$ cat src/rtl/core/set_color_command_parser_macros.svh
// assertion macros for the set color command parser
// used by the top level, no other dependencies
`ifndef SET_COLOR_COMMAND_PARSER_MACROS_SVH
`define SET_COLOR_COMMAND_PARSER_MACROS_SVH
`ifndef ASSERT_OFF
`define SCP_ASSERT(lbl, prop) \
   lbl: assert property (@(posedge clock) disable iff (reset) (prop)) \
      else $error("scp assertion failed");
`define SCP_ASSERT_NEXT(lbl, pre, post) \
   lbl: assert property (@(posedge clock) disable iff (reset) (pre) |=> (post)) \
      else $error("scp assertion failed");
`else
`define SCP_ASSERT(lbl, prop)
`define SCP_ASSERT_NEXT(lbl, pre, post)
`endif
`endif

$ cat src/rtl/core/scp_pkg.sv
// types, codes and constants of the set color command parser
// no dependencies
package scp_pkg;

   localparam int LINE_SIZE = 32;
   localparam int LenW      = $clog2(LINE_SIZE);
   localparam logic [LenW-1:0] LenMax = LenW'(LINE_SIZE - 1);

   localparam int PosW = 4;
   localparam logic [PosW-1:0] PrefixLen = 4'd10;

   localparam logic [7:0] MaxComponent = 8'd255;
   localparam logic [7:0] Separator    = 8'h2c;
   localparam logic [7:0] CharCr       = 8'h0d;
   localparam logic [7:0] CharLf       = 8'h0a;
   localparam logic [7:0] CharSpace    = 8'h20;
   localparam logic [7:0] CharTab      = 8'h09;
   localparam logic [7:0] CharZero     = 8'h30;
   localparam logic [7:0] CharNine     = 8'h39;
   localparam logic [7:0] CharNul      = 8'h00;

   localparam logic [1:0] OP_BYTE     = 2'd0;
   localparam logic [1:0] OP_OVERFLOW = 2'd1;
   localparam logic [1:0] OP_FRAMING  = 2'd2;

   typedef enum logic [2:0] {
      ST_OK       = 3'd0,
      ST_BAD      = 3'd1,
      ST_UNKNOWN  = 3'd2,
      ST_TOO_LONG = 3'd3,
      ST_OVERFLOW = 3'd4,
      ST_FRAMING  = 3'd5
   } status_type;

   typedef enum logic [5:0] {
      PH_PREFIX  = 6'b000001,
      PH_RED     = 6'b000010,
      PH_GREEN   = 6'b000100,
      PH_BLUE    = 6'b001000,
      PH_BAD     = 6'b010000,
      PH_UNKNOWN = 6'b100000
   } phase_type;

   function automatic logic [7:0] prefix_char(input logic [PosW-1:0] pos);
      logic [7:0] ch;
      case (pos)
         4'd0:    ch = 8'h53; // S
         4'd1:    ch = 8'h45; // E
         4'd2:    ch = 8'h54; // T
         4'd3:    ch = 8'h5f; // _
         4'd4:    ch = 8'h43; // C
         4'd5:    ch = 8'h4f; // O
         4'd6:    ch = 8'h4c; // L
         4'd7:    ch = 8'h4f; // O
         4'd8:    ch = 8'h52; // R
         4'd9:    ch = 8'h3d; // =
         default: ch = 8'h00;
      endcase
      return ch;
   endfunction

endpackage

$ cat src/rtl/core/scp_if.sv
// valid/ready channels of the set color command parser
// depends on nothing
interface scp_req_if;
   logic       valid;
   logic       ready;
   logic [1:0] op;
   logic [7:0] rx_byte;

   modport source (output valid, output op, output rx_byte, input ready);
   modport sink (input valid, input op, input rx_byte, output ready);
endinterface

interface scp_rsp_if;
   logic       valid;
   logic       ready;
   logic [2:0] status;
   logic [7:0] red;
   logic [7:0] green;
   logic [7:0] blue;

   modport source (output valid, output status, output red, output green, output blue,
                   input ready);
   modport sink (input valid, input status, input red, input green, input blue,
                 output ready);
endinterface

$ cat src/rtl/core/set_color_command_parser.sv
// an item accepted into the input register is parsed from there, and its result is
// loaded into the result register once that register is free, to be taken from then on
// throughput: one item per cycle; only an item that yields a result waits in the input
// register while the result register is stalled
// reset: synchronous, active high; clears both valid flags and the line state
// depends on scp_pkg, scp_if and set_color_command_parser_macros.svh
`include "set_color_command_parser_macros.svh"
module set_color_command_parser
   import scp_pkg::*;
(
   input logic        clock,
   input logic        reset,
   scp_req_if.sink    req_chan,
   scp_rsp_if.source  rsp_chan
);

   logic             in_valid_ff;
   logic [1:0]       op_ff;
   logic [7:0]       byte_ff;

   logic [LenW-1:0]  raw_len_ff, raw_len_in;
   logic [PosW-1:0]  prefix_pos_ff, prefix_pos_in;
   phase_type        phase_ff, phase_in;
   logic [7:0]       acc_ff, acc_in;
   logic             digit_seen_ff, digit_seen_in;
   logic             text_ended_ff, text_ended_in;
   logic [7:0]       held_red_ff, held_red_in;
   logic [7:0]       held_green_ff, held_green_in;

   logic             rsp_valid_ff;
   status_type       status_ff, status_in;
   logic [7:0]       red_ff, red_in;
   logic [7:0]       green_ff, green_in;
   logic [7:0]       blue_ff, blue_in;

   logic             emit;
   logic             restart;
   logic             out_free;
   logic             consume;
   logic             in_ready;
   logic [11:0]      next_value;

   assign out_free   = !rsp_valid_ff || rsp_chan.ready;
   assign consume    = in_valid_ff && (!emit || out_free);
   assign in_ready   = !in_valid_ff || consume;
   assign next_value = {1'b0, acc_ff, 3'b000} + {3'b000, acc_ff, 1'b0}
                     + {4'b0000, byte_ff - CharZero};

   always_comb begin
      raw_len_in    = raw_len_ff;
      prefix_pos_in = prefix_pos_ff;
      phase_in      = phase_ff;
      acc_in        = acc_ff;
      digit_seen_in = digit_seen_ff;
      text_ended_in = text_ended_ff;
      held_red_in   = held_red_ff;
      held_green_in = held_green_ff;
      emit          = 1'b0;
      restart       = 1'b0;
      status_in     = ST_OK;
      red_in        = 8'd0;
      green_in      = 8'd0;
      blue_in       = 8'd0;
      if (in_valid_ff) begin
         case (op_ff)
            OP_OVERFLOW: begin
               emit      = 1'b1;
               restart   = 1'b1;
               status_in = ST_OVERFLOW;
            end
            OP_FRAMING: begin
               emit      = 1'b1;
               restart   = 1'b1;
               status_in = ST_FRAMING;
            end
            OP_BYTE: begin
               if (byte_ff == CharCr || byte_ff == CharLf) begin
                  if (raw_len_ff != '0) begin
                     emit    = 1'b1;
                     restart = 1'b1;
                     if (phase_ff == PH_BLUE && digit_seen_ff) begin
                        status_in = ST_OK;
                        red_in    = held_red_ff;
                        green_in  = held_green_ff;
                        blue_in   = acc_ff;
                     end else if (phase_ff == PH_PREFIX || phase_ff == PH_UNKNOWN) begin
                        status_in = ST_UNKNOWN;
                     end else begin
                        status_in = ST_BAD;
                     end
                  end
               end else if (raw_len_ff >= LenMax) begin
                  emit      = 1'b1;
                  restart   = 1'b1;
                  status_in = ST_TOO_LONG;
               end else begin
                  raw_len_in = raw_len_ff + 1'b1;
                  if (!text_ended_ff) begin
                     if (byte_ff == CharNul) begin
                        text_ended_in = 1'b1;
                     end else if (byte_ff != CharSpace && byte_ff != CharTab) begin
                        case (phase_ff)
                           PH_PREFIX: begin
                              if (prefix_pos_ff < PrefixLen &&
                                  byte_ff == prefix_char(prefix_pos_ff)) begin
                                 prefix_pos_in = prefix_pos_ff + 1'b1;
                                 if (prefix_pos_in >= PrefixLen) begin
                                    phase_in = PH_RED;
                                 end
                              end else begin
                                 phase_in = PH_UNKNOWN;
                              end
                           end
                           PH_RED, PH_GREEN, PH_BLUE: begin
                              if (byte_ff inside {[CharZero:CharNine]}) begin
                                 if (next_value > {4'b0000, MaxComponent}) begin
                                    phase_in = PH_BAD;
                                 end else begin
                                    acc_in        = next_value[7:0];
                                    digit_seen_in = 1'b1;
                                 end
                              end else if (byte_ff == Separator && phase_ff != PH_BLUE &&
                                           digit_seen_ff) begin
                                 if (phase_ff == PH_RED) begin
                                    held_red_in = acc_ff;
                                    phase_in    = PH_GREEN;
                                 end else begin
                                    held_green_in = acc_ff;
                                    phase_in      = PH_BLUE;
                                 end
                                 acc_in        = 8'd0;
                                 digit_seen_in = 1'b0;
                              end else begin
                                 phase_in = PH_BAD;
                              end
                           end
                           default: ;
                        endcase
                     end
                  end
               end
            end
            default: ;
         endcase
      end
      if (restart) begin
         raw_len_in    = '0;
         prefix_pos_in = '0;
         phase_in      = PH_PREFIX;
         acc_in        = 8'd0;
         digit_seen_in = 1'b0;
         text_ended_in = 1'b0;
         held_red_in   = 8'd0;
         held_green_in = 8'd0;
      end
   end

   // input register
   always_ff @(posedge clock) begin
      if (reset) begin
         in_valid_ff <= 1'b0;
      end else if (in_ready) begin
         in_valid_ff <= req_chan.valid;
      end
      if (in_ready && req_chan.valid) begin
         op_ff   <= req_chan.op;
         byte_ff <= req_chan.rx_byte;
      end
   end

   // line state
   always_ff @(posedge clock) begin
      if (reset) begin
         raw_len_ff    <= '0;
         prefix_pos_ff <= '0;
         phase_ff      <= PH_PREFIX;
         acc_ff        <= 8'd0;
         digit_seen_ff <= 1'b0;
         text_ended_ff <= 1'b0;
         held_red_ff   <= 8'd0;
         held_green_ff <= 8'd0;
      end else if (consume) begin
         raw_len_ff    <= raw_len_in;
         prefix_pos_ff <= prefix_pos_in;
         phase_ff      <= phase_in;
         acc_ff        <= acc_in;
         digit_seen_ff <= digit_seen_in;
         text_ended_ff <= text_ended_in;
         held_red_ff   <= held_red_in;
         held_green_ff <= held_green_in;
      end
   end

   // result register
   always_ff @(posedge clock) begin
      if (reset) begin
         rsp_valid_ff <= 1'b0;
      end else if (out_free) begin
         rsp_valid_ff <= consume && emit;
      end
      if (consume && emit) begin
         status_ff <= status_in;
         red_ff    <= red_in;
         green_ff  <= green_in;
         blue_ff   <= blue_in;
      end
   end

   assign req_chan.ready  = in_ready;
   assign rsp_chan.valid  = rsp_valid_ff;
   assign rsp_chan.status = status_ff;
   assign rsp_chan.red    = red_ff;
   assign rsp_chan.green  = green_ff;
   assign rsp_chan.blue   = blue_ff;

   `SCP_ASSERT(a_colors_zero_unless_ok, !rsp_valid_ff || status_ff == ST_OK ||
      (red_ff == 8'd0 && green_ff == 8'd0 && blue_ff == 8'd0))
   `SCP_ASSERT(a_prefix_pos_range, prefix_pos_ff <= PrefixLen)
   `SCP_ASSERT(a_raw_len_range, raw_len_ff <= LenMax)
   `SCP_ASSERT_NEXT(a_line_restarts_after_result, consume && emit,
      phase_ff == PH_PREFIX && raw_len_ff == '0 && !digit_seen_ff)

endmodule
$ cat src/flat_wrapper.sv
// flat-port wrapper written by rule: the top's interface ports become plain ports
module set_color_command_parser_flat import scp_pkg::*;
  (clock, reset, req_chan_valid, req_chan_op, req_chan_rx_byte, req_chan_ready, rsp_chan_valid, rsp_chan_status, rsp_chan_red, rsp_chan_green, rsp_chan_blue, rsp_chan_ready);
  scp_req_if req_chan_i ();
  scp_rsp_if rsp_chan_i ();
  input logic clock;
  input logic reset;
  input wire logic [$bits(req_chan_i.valid)-1:0] req_chan_valid;
  input wire logic [$bits(req_chan_i.op)-1:0] req_chan_op;
  input wire logic [$bits(req_chan_i.rx_byte)-1:0] req_chan_rx_byte;
  output wire logic [$bits(req_chan_i.ready)-1:0] req_chan_ready;
  output wire logic [$bits(rsp_chan_i.valid)-1:0] rsp_chan_valid;
  output wire logic [$bits(rsp_chan_i.status)-1:0] rsp_chan_status;
  output wire logic [$bits(rsp_chan_i.red)-1:0] rsp_chan_red;
  output wire logic [$bits(rsp_chan_i.green)-1:0] rsp_chan_green;
  output wire logic [$bits(rsp_chan_i.blue)-1:0] rsp_chan_blue;
  input wire logic [$bits(rsp_chan_i.ready)-1:0] rsp_chan_ready;
  assign req_chan_i.valid = req_chan_valid;
  assign req_chan_i.op = req_chan_op;
  assign req_chan_i.rx_byte = req_chan_rx_byte;
  assign req_chan_ready = req_chan_i.ready;
  assign rsp_chan_valid = rsp_chan_i.valid;
  assign rsp_chan_status = rsp_chan_i.status;
  assign rsp_chan_red = rsp_chan_i.red;
  assign rsp_chan_green = rsp_chan_i.green;
  assign rsp_chan_blue = rsp_chan_i.blue;
  assign rsp_chan_i.ready = rsp_chan_ready;
  set_color_command_parser u_core (.clock(clock), .reset(reset), .req_chan(req_chan_i), .rsp_chan(rsp_chan_i));
endmodule
$ cat config.mk
export PLATFORM = sky130hd
export DESIGN_NAME = set_color_command_parser_flat
export DESIGN_NICKNAME = d
export VERILOG_FILES = /design/src/rtl/core/scp_pkg.sv /design/src/rtl/core/scp_if.sv /design/src/rtl/core/set_color_command_parser.sv /design/src/flat_wrapper.sv
export VERILOG_INCLUDE_DIRS = /design/src /design/src/rtl/core
export SDC_FILE = /design/constraint.sdc
export NUM_CORES = 1
export LEC_CHECK = 0
export BUFFER_PORTS_ARGS = -buffer_cell sky130_fd_sc_hd__buf_2
export CAP_MARGIN = 10
export CORE_ASPECT_RATIO = 1.1
export CORE_UTILIZATION = 55
export CTS_CLUSTER_DIAMETER = 50
export DETAILED_ROUTE_END_ITERATION = 8
export GPL_TIMING_DRIVEN = 0
export PLACE_DENSITY = 0.79
export SLEW_MARGIN = 10
export SYNTH_ARGS = -nofsm -noshare
export SYNTH_HDL_FRONTEND = slang
export SYNTH_SLANG_ARGS = --single-unit
$ cat constraint.sdc
create_clock -name clock -period 4.2 [get_ports clock]
set_clock_uncertainty 0.2 [all_clocks]
set_input_delay 0.21 -clock clock [delete_from_list [all_inputs] [get_ports clock]]
set_output_delay 0.21 -clock clock [all_outputs]
set_load 0.02 [all_outputs]
==> results.json <==
{
  "status": "complete, no violations",
  "core_area_sq_um": 7998,
  "io_buffers": 41,
  "grt_max_degree": 37,
  "cts_buffers": 9,
  "grt_use_total_pct": 21.92,
  "die_h_um": 97.69,
  "cp_cell_sequence": "clkbuf_1 > inv_1 > fa_1 > inv_1 > fa_1 > a21o_1 > a21oi_1 > nor4b_1 > nor4_2 > a21oi_1 > o21ai_0 > a22oi_1 > nor2_1",
  "syn_to_final_growth_pct": 15.17,
  "firstDrtPassIters": 4,
  "synth_area_sq_um": 4578,
  "total_power_uw": 1675,
  "cts_tree": "done",
  "finalSetupTns_ns": 0,
  "cap_violations": 0,
  "grt_overflow": 0,
  "cpLargestDelayFamily": "compound AO/OA/AOI/OAI gates",
  "grt_pass1_wl_um": 14460,
  "yosysTopAreaCellShare_pct": 24.27,
  "syn_area_per_cell_sq_um": 10.29,
  "ctsHtreeMaxLevel": 3,
  "worstMarginPinSlew_ns": 0.6077,
  "clock-sinks": 87,
  "avgRoutedWirePerCell_um": 13.96,
  "grt_pass1_vias": 3169,
  "drtIter0Drc": 161,
  "slowest_stage": "fa_1",
  "clk_path_buf_depth": 2,
  "endpoint_kind": "flop",
  "synth_area_leaders": "edfxtp_1, dfxtp_1, ha_1",
  "p_leak_uw": 0.002104,
  "fp-row-count": 34,
  "worstSetupPathType": "flop to flop",
  "ys_types": 68,
  "register_area_sq_um": 2112,
  "initial_core_util_pct": 57.24,
  "vias": 3319,
  "ys.flop_type": "dfxtp_1",
  "clk_latency_ns": 0.36,
  "place_congestion": 0.9118,
  "ys_ff_latch": 87,
  "fin_crit_ns": 3.963,
  "die-area_sq_um": 8693,
  "clock.fmax_mhz": 252.3,
  "slew_viol_final": 0,
  "synth-edff-count": 37,
  "ys.warnings.count": 0,
  "nNetsFinal": 556,
  "clk_pin_slew_ns": 0.09,
  "drive_gt1_share_pct": 16.93,
  "cp_num_buf_inv": 3,
  "postRouteAntennaNets": 0,
  "synth_largest_area_cell": "edfxtp_1",
  "finalSetupViolations": 0,
  "period_share_pct": 94.36,
  "ios": 43,
  "multiInputGateArea_sq_um": 2263,
  "viasPerCell": 5.336,
  "hold_path.class": "primary input to flop",
  "required_ns": 4.31,
  "power.density_nw_per_um2": 317.6,
  "peakVddDrop_uv": 224.0,
  "max_slew_margin_pct": 59.18,
  "syn_nets": 492,
  "dieWidth_um": 88.99,
  "nFillCells": 650,
  "post_cts_buffers": 0,
  "grt_antenna_before_repair": 0,
  "slowest_delay_ns": 0.49,
  "async_reset_ff_share_pct": 0,
  "root_buffer": "clkbuf_8",
  "wl_um": 8686,
  "remaining_drc_errors": 0,
  "synth_cells": 445,
  "cp.arrival_ns": 4.07,
  "hold_violations": 0,
  "crit_path_max_fanout": 8,
  "yosysSeqAreaShare_pct": 46.13,
  "whs_ns": 0.2041,
  "insertedDiodeCount": 0,
  "start_kind": "flop",
  "dp.final_hpwl_um": 6288
}
cells in the mapped netlist (all sizes together), types with 5 or more instances:
master / n
xor2: 12
a21oi: 20
mux2i: 19
inv: 42
nor3: 7
edfxtp: 37
xnor2: 8
a22o: 8
clkbuf: 11
o21ai: 14
ha: 27
nand2b: 5
or2: 6
nor4b: 5
nand4: 6
or3: 5
fa: 6
and2: 28
dfxtp: 50
nand3: 9
nor2: 51
nand2: 17
timing repair:
item,4_1_cts,5_1_grt
hold endpoints to repair,12,0
endpoints found under the setup margin,0,17
hold buffers,12,0
gates resized for setup,0,3
worst reg2reg max path, cell delays in order, from the launching register on:
cell and delay, ns:
edfxtp_1 0.32, clkbuf_1 0.32, inv_1 0.11, fa_1 0.49, inv_1 0.07, fa_1 0.46, a21o_1 0.20, a21oi_1 0.32
nor4b_1 0.12, nor4_2 0.49, a21oi_1 0.11, o21ai_0 0.45, a22oi_1 0.13, nor2_1 0.11
cell type report:
| class | count | area share [%] |
|---|---|---|
| multi-input cells | 303 | 42.93 |
| flip-flops and latches | 87 | 40.06 |
| repair buffers | 53 | 6.170 |
| inverters | 42 | 3.037 |
| clock buffers | 10 | 2.824 |
| well taps | 108 | 2.563 |
| clock inverters | 6 | 1.400 |
| plain buffers | 13 | 1.020 |
sequential cells by signal, indices dropped and copies added (netlist names), named ones only:
name                    flops
u_core.rsp_chan.green       8
u_core.raw_len_ff           5
u_core.op_ff                2
u_core.rsp_chan.valid       1
u_core.rsp_chan.status      3
u_core.rsp_chan.red         8
u_core.rsp_chan.blue        8
u_core.in_valid_ff          1
u_core.held_red_ff          8
u_core.digit_seen_ff        1
u_core.text_ended_ff        1
u_core.acc_ff               8
u_core.prefix_pos_ff        4
u_core.phase_ff             6
u_core.byte_ff              8
u_core.held_green_ff        8
cell usage in the layout, fill, tap and decap left out, types with 4 or more instances in the layout:
master         Yosys  layout
dfxtp_1           50      50
nor2_1            48      47
buf_2              2      42
inv_1             41      41
edfxtp_1          37      37
and2_1            28      28
ha_1              27      27
a21oi_1           18      18
mux2i_1           18      18
nand2_1           16      16
xor2_1            12      12
o21ai_0           12      12
dlygate4sd3_1      0      12
clkbuf_1          11      11
nand3_1            9       9
clkbuf_8           0       9
xnor2_1            8       8
a22o_1             8       8
nor3_1             7       7
nand4_1            6       6
fa_1               6       6
nand2b_1           5       5
or3_1              5       5
or2_2              5       5
nand3b_1           4       4
nor2_2             3       4
nor4b_1            4       4
per-stage QoR:
stage | cell area [sq um] | setup slack (ns) | utilization [%] | std cells
after global placement | 4918 | 0.2430 | 61.50 | 594
after global routing | 5273 | -0.02244 | 65.93 | 622
after detailed placement | 4918 | 0.1357 | 61.50 | 594
after CTS | 5261 | 0.06329 | 65.79 | 622
after floorplan | 4578 | 0.7994 | - | 445
final | 5273 | 0.2367 | 65.93 | 622
cell families after synthesis:
| family | count (synthesis) | share of synthesized area, % |
|---|---|---|
| buf+inv | 55 | 4.619 |
| simple gates | 163 | 19.79 |
| compound gates | 67 | 10.96 |
| mux | 20 | 4.673 |
| fa+ha+maj | 33 | 10.00 |
| xor+xnor | 20 | 3.826 |
| flops | 87 | 46.13 |
metal layers:
layer	global-route usage [%]	part of all wire [%]
met1	26.49	43
met2	37.75	51
met5	0	0
met3	5.098	3.5
met4	7.448	2.2
power by group:
part / internal, uW / total, uW / leakage [uW] / switching [uW]
sequential: 898 / 910 / 0.000713 / 11.6
clock: 318 / 631 / 0.000106 / 313
combinational: 51.0 / 133 / 0.00128 / 82.4
total: 1270 / 1670 / 0.00210 / 407
worst paths after layout:
path                           start                      end  slack (ns)  cells after the start
max reg2reg        u_core.byte_ff[3]       u_core.phase_ff[3]        0.24                     13
min reg2reg  u_core.held_green_ff[4]  u_core.held_green_ff[4]        0.29                      2
max                u_core.byte_ff[3]       u_core.phase_ff[3]        0.24                     13
min                            reset       u_core.phase_ff[1]        0.20                      3
Note: power is estimated with default switching activity, not from simulation.
